$ cat src/rtl/cltc_pkg.sv
// cltc_pkg: shared types and codes of the complete-linkage threshold clusterer
// no dependencies; used by the controller, datapath, top level and checker

package cltc_pkg;

    // input action codes
    localparam logic [1:0] ACT_LABEL = 2'd0;
    localparam logic [1:0] ACT_DIST  = 2'd1;
    localparam logic [1:0] ACT_RUN   = 2'd2;

    // configuration register indexes
    localparam logic CFG_THRESHOLD = 1'b0;
    localparam logic CFG_COUNT     = 1'b1;

    // reset values of the configuration registers
    localparam logic [15:0] THRESHOLD_RESET = 16'd0;
    localparam logic [6:0]  COUNT_RESET     = 7'd64;

    // controller states, also the phase that the datapath executes
    typedef enum logic [2:0] {
        ST_IDLE,
        ST_INIT,
        ST_CLEAR,
        ST_ACCUM,
        ST_SCAN,
        ST_MERGE,
        ST_RELABEL,
        ST_EMIT
    } cltc_state_t;

    typedef struct packed {
        cltc_state_t phase;
    } cltc_cmd_t;

    typedef struct packed {
        logic done;
        logic multi_live;
        logic merge_ok;
    } cltc_status_t;

endpackage

$ cat src/rtl/cltc_ctrl.sv
// cltc_ctrl: run sequencer of the clusterer
// depends on cltc_pkg

module cltc_ctrl (
    input  logic                  clk,
    input  logic                  rst_n,
    input  logic                  in_valid,
    input  logic [1:0]            action,
    input  cltc_pkg::cltc_status_t sts,
    output cltc_pkg::cltc_cmd_t   cmd,
    output logic                  in_stall
);

    cltc_pkg::cltc_state_t state_reg;
    cltc_pkg::cltc_state_t state_next;

    // state register
    always_ff @(posedge clk or negedge rst_n)
    begin
        if (!rst_n)
        begin
            state_reg <= cltc_pkg::ST_IDLE;
        end
        else
        begin
            state_reg <= state_next;
        end
    end

    // next state and outputs
    always_comb
    begin
        state_next = state_reg;
        case (state_reg)
            cltc_pkg::ST_IDLE:
            begin
                if (in_valid && action == cltc_pkg::ACT_RUN)
                begin
                    state_next = cltc_pkg::ST_INIT;
                end
            end
            cltc_pkg::ST_INIT:
            begin
                if (sts.done)
                begin
                    state_next = cltc_pkg::ST_CLEAR;
                end
            end
            cltc_pkg::ST_CLEAR:
            begin
                if (sts.done)
                begin
                    state_next = cltc_pkg::ST_ACCUM;
                end
            end
            cltc_pkg::ST_ACCUM:
            begin
                if (sts.done)
                begin
                    state_next = sts.multi_live ? cltc_pkg::ST_SCAN : cltc_pkg::ST_EMIT;
                end
            end
            cltc_pkg::ST_SCAN:
            begin
                if (sts.done)
                begin
                    state_next = sts.merge_ok ? cltc_pkg::ST_MERGE : cltc_pkg::ST_EMIT;
                end
            end
            cltc_pkg::ST_MERGE:
            begin
                if (sts.done)
                begin
                    state_next = cltc_pkg::ST_RELABEL;
                end
            end
            cltc_pkg::ST_RELABEL:
            begin
                if (sts.done)
                begin
                    state_next = sts.multi_live ? cltc_pkg::ST_SCAN : cltc_pkg::ST_EMIT;
                end
            end
            cltc_pkg::ST_EMIT:
            begin
                if (sts.done)
                begin
                    state_next = cltc_pkg::ST_IDLE;
                end
            end
            default:
            begin
                state_next = cltc_pkg::ST_IDLE;
            end
        endcase
        cmd.phase = state_reg;
        in_stall  = (state_reg != cltc_pkg::ST_IDLE);
    end

endmodule

$ cat config.mk
export PLATFORM = sky130hd
export DESIGN_NAME = cltc_ctrl
export DESIGN_NICKNAME = d
export VERILOG_FILES = /design/src/rtl/cltc_pkg.sv /design/src/rtl/cltc_ctrl.sv
export SDC_FILE = /design/constraint.sdc
export NUM_CORES = 1
export LEC_CHECK = 0
export ABC_AREA = 1
export BUFFER_PORTS_ARGS = -buffer_cell sky130_fd_sc_hd__buf_2
export CAP_MARGIN = 15
export CORE_AREA = 4 4 41 43
export DETAILED_ROUTE_END_ITERATION = 10
export DIE_AREA = 0 0 45 47
export GPL_ROUTABILITY_DRIVEN = 0
export HOLD_SLACK_MARGIN = 0.08
export PLACE_DENSITY_LB_ADDON = 0.15
export SLEW_MARGIN = 10
export SYNTH_ARGS = -nofsm -noshare
export SYNTH_HDL_FRONTEND = slang
export SYNTH_SLANG_ARGS = --single-unit
$ cat constraint.sdc
create_clock -name clk -period 1 [get_ports clk]
set_input_delay 0 -clock clk [delete_from_list [all_inputs] [get_ports clk]]
set_output_delay 0 -clock clk [all_outputs]
set_load 0.005 [all_outputs]
==> run summary <==
For this block, wires on met1 add up to 257 microns. After the last flow step, the layout net total stands at 66. The number of remaining DRC errors came out at 0. The number of buffer cells added on primary ports is 11. Counting every instance in the synthesized netlist gives 36. The routed wire length on met2 came out at 318 microns.

The critical path goes through buf_6, buf_6, buf_6. The slowest stage of the critical path belongs to the cell dfrtp_2. During synthesis, Yosys emitted a total of 0 warnings. The largest buffer count on any clock path is 2.

The number of top-level pins came out at 12. The analysis attributes to cell leakage a power of 0.230 nW. In this run, synthesis inferred 0 flip-flops with an integrated enable. The cell occurring most often along the worst timing path is buf_6.

By instance count, the leading cell after synthesis is nand2_1. After clock tree synthesis, the clock-pin slew on the worst setup and hold paths is 0.04 ns. The worst vdd rail ir drop is 0.00103 V. STA classifies the critical path startpoint as a flop. The met3 routed wirelength is 27 microns.

The post-detailed-route via-to-cell ratio came out at 3.63. By count the netlist is led by nand2_1, inv_1, nor2_1. The fraction of final layout cells with drive strength greater than 1 is 0.474.

The storage element area is 77.6 sq um. In this design, the largest share of critical-path delay is due to flip-flops. The transition time at the pin with the least slew margin came out at 0.153 ns. The power density over the cells came out at 2990 nW/um^2. The largest driver fanout on the critical path is 3. The placed instances occupy a cell area of 323 sq um. The number of buffers inserted during clock tree synthesis is 3. 0 antenna diodes ended up in the layout. The HPWL reported at the end of detailed placement came out at 455 microns. The data required time at the worst endpoint is 1.00 ns. In the synthesized netlist the dominant register cell turns out to be dfrtp_1. The path class of the tightest hold or removal check is in2async. The max-cap violation count came out at 0. Counting flops and latches in the post-synthesis netlist gives 3. The post-placement worst setup slack is -0.00933 ns. The die area is 2120 sq um.

The latest clock arrival within the worst-skew pair is 0.23 ns. The remaining antenna violation count is 0. The synthesis-to-finish area growth came out at 84.0%.

The biggest area contributor in the post-synthesis netlist is dfrtp_1. The worst pin sits at a relative slew slack of 0.898. The clock drives 3 sinks. The TritonCTS clock tree is built. In the global route stage, overall resource usage came out at 0.0711. The data arrival time at the worst-slack endpoint is 1.01 ns. The violation count after the first detailed-route iteration came out at 2. The first global-routing pass estimated 1030 microns of wire. Setup repair after global routing could not meet its margin everywhere.

The checks that failed: negative setup slack. The number of detailed-routing iterations run before antenna repair came out at 2. The total global routing overflow is 0. The final hold slack came out at 0.0914 ns. The number of core rows came out at 13. The register with the most flip-flops in the layout has 3 of them.

The detail-routed net length per standard cell came out at 8.39 microns. The sort of element at the end of the critical path is a primary output. The final count of negative-setup-slack endpoints is 1.

The deepest level of the CTS H-tree came out at 1. Once routing completed, OpenROAD measured the worst setup slack at -0.00625 ns. The cell area that synthesis handed to floorplanning was 219 sq um. On the final layout, the worst clock skew is 0.00279 ns.

The final number of max-transition violations is 0. For this run, the top clock speed supported by timing is 0.994 GHz. The net count after synthesis is 44. The final period utilization came out at 1.01.

The effective utilization at floorplan is 0.168. The run finished, with violations left. The sequential fraction of the synthesis area came out at 0.343. The worst-case register-to-register setup slack came out at 0 ns. The die height came out at 47 microns. The initial antenna violation count was 0. Ranked by total cell area, the synthesized netlist is headed by dfrtp_1, nand2_1, inv_1. The finished cells cover 403 sq um. The worst setup path is of the reg2out kind. Power comes to 1.20 mW. The critical path's largest stage delay is 0.43 ns. Counting I/O delays and the setup requirement, the final critical path takes 1.01 ns. The average cell area after synthesis came out at 6.08 sq um. The number of distinct library cells after synthesis came out at 9. The number of global-route vias before repair was 278.

The share of synthesized area in the top cell type comes to 0.343. The final hold violation count is 0. The area of the core came out at 1300 sq um.

The detailed router used layers up to and including met3. Across all layers, the routed design uses 261 vias. The die boundary width is 45 microns.

The post-synthesis async set-or-reset flop share is 1.00. The number of filler instances in the final layout came out at 157. The critical path buffer and inverter count is 3.

The largest net degree at the start of global routing is 6. The multi-input gate area in the final layout is 129 sq um. The total routed wirelength came out at 604 microns. The tree is rooted in a clkbuf_4.
path summary, 6_finish.rpt:
check | end | cells past startpoint | start
max in group asynchronous | cmd[0] | 2 | rst_n
min in group clk | cmd[1] | 6 | sts[1]
min | cmd[2] | 2 | rst_n
min reg2reg | cmd[2] | 3 | cmd[1]
max | cmd[2] | 3 | cmd[2]
max reg2reg | cmd[0] | 6 | cmd[0]
through the flow:
step                std cells   util  setup TNS [ns]
global route               72  0.310          -0.166
CTS                        72  0.301               0
floorplan                  36      -               0
finish                     72  0.310        -0.00625
global placement           66  0.248         -0.0129
detailed placement         66  0.248        -0.00933
kinds of logic after synthesis:
logic type,synth area share
buf+inv,0.120
flops,0.343
xor+xnor,0.0400
compound gates,0.0228
simple gates,0.474
what timing repair did:
action	in CTS	in global routing
buffers inserted	1	0
endpoints found under the hold margin	4	0
endpoints found under the setup margin	3	5
pin swaps	2	3
hold buffers	2	0
resized for setup	5	5
per-layer routing:
| metal | global-route usage | vias to the layer above |
|---|---|---|
| met3 | 0.0153 | 0 |
| met4 | 0.0702 | 0 |
| met1 | 0.0706 | 109 |
| met2 | 0.121 | 6 |
| li1 | - | 146 |
| met5 | 0 | - |
power by group:
part,internal [mW],switching (mW)
logic,0.384,0.319
registers,0.194,0.0965
clock network,0.149,0.0596
total,0.728,0.475
cell type report:
cell class	instances	share of cell area
Timing Repair Buffer	17	0.311
Multi-Input combinational cell	26	0.320
Tap cell	15	0.0466
Inverter	7	0.0652
Sequential cell	3	0.193
Clock buffer	4	0.0652
placed cells by master (no fill, tap or decap):
master         netlist  final
dfrtp_2              0      2
buf_4                0      2
a21oi_2              0      1
clkbuf_1             0      1
xor2_1               1      1
nor2_4               0      1
nor2_1               4      3
dlygate4sd3_1        0      2
or2_2                1      1
nand2_2              3      3
nand3_1              3      3
nand2_1             13     13
clkbuf_4             0      3
buf_2                0      9
inv_1                7      6
buf_6                0      4
dfrtp_1              3      1
inv_2                0      1
No activity file was read; power rests on OpenSTA's default activity.
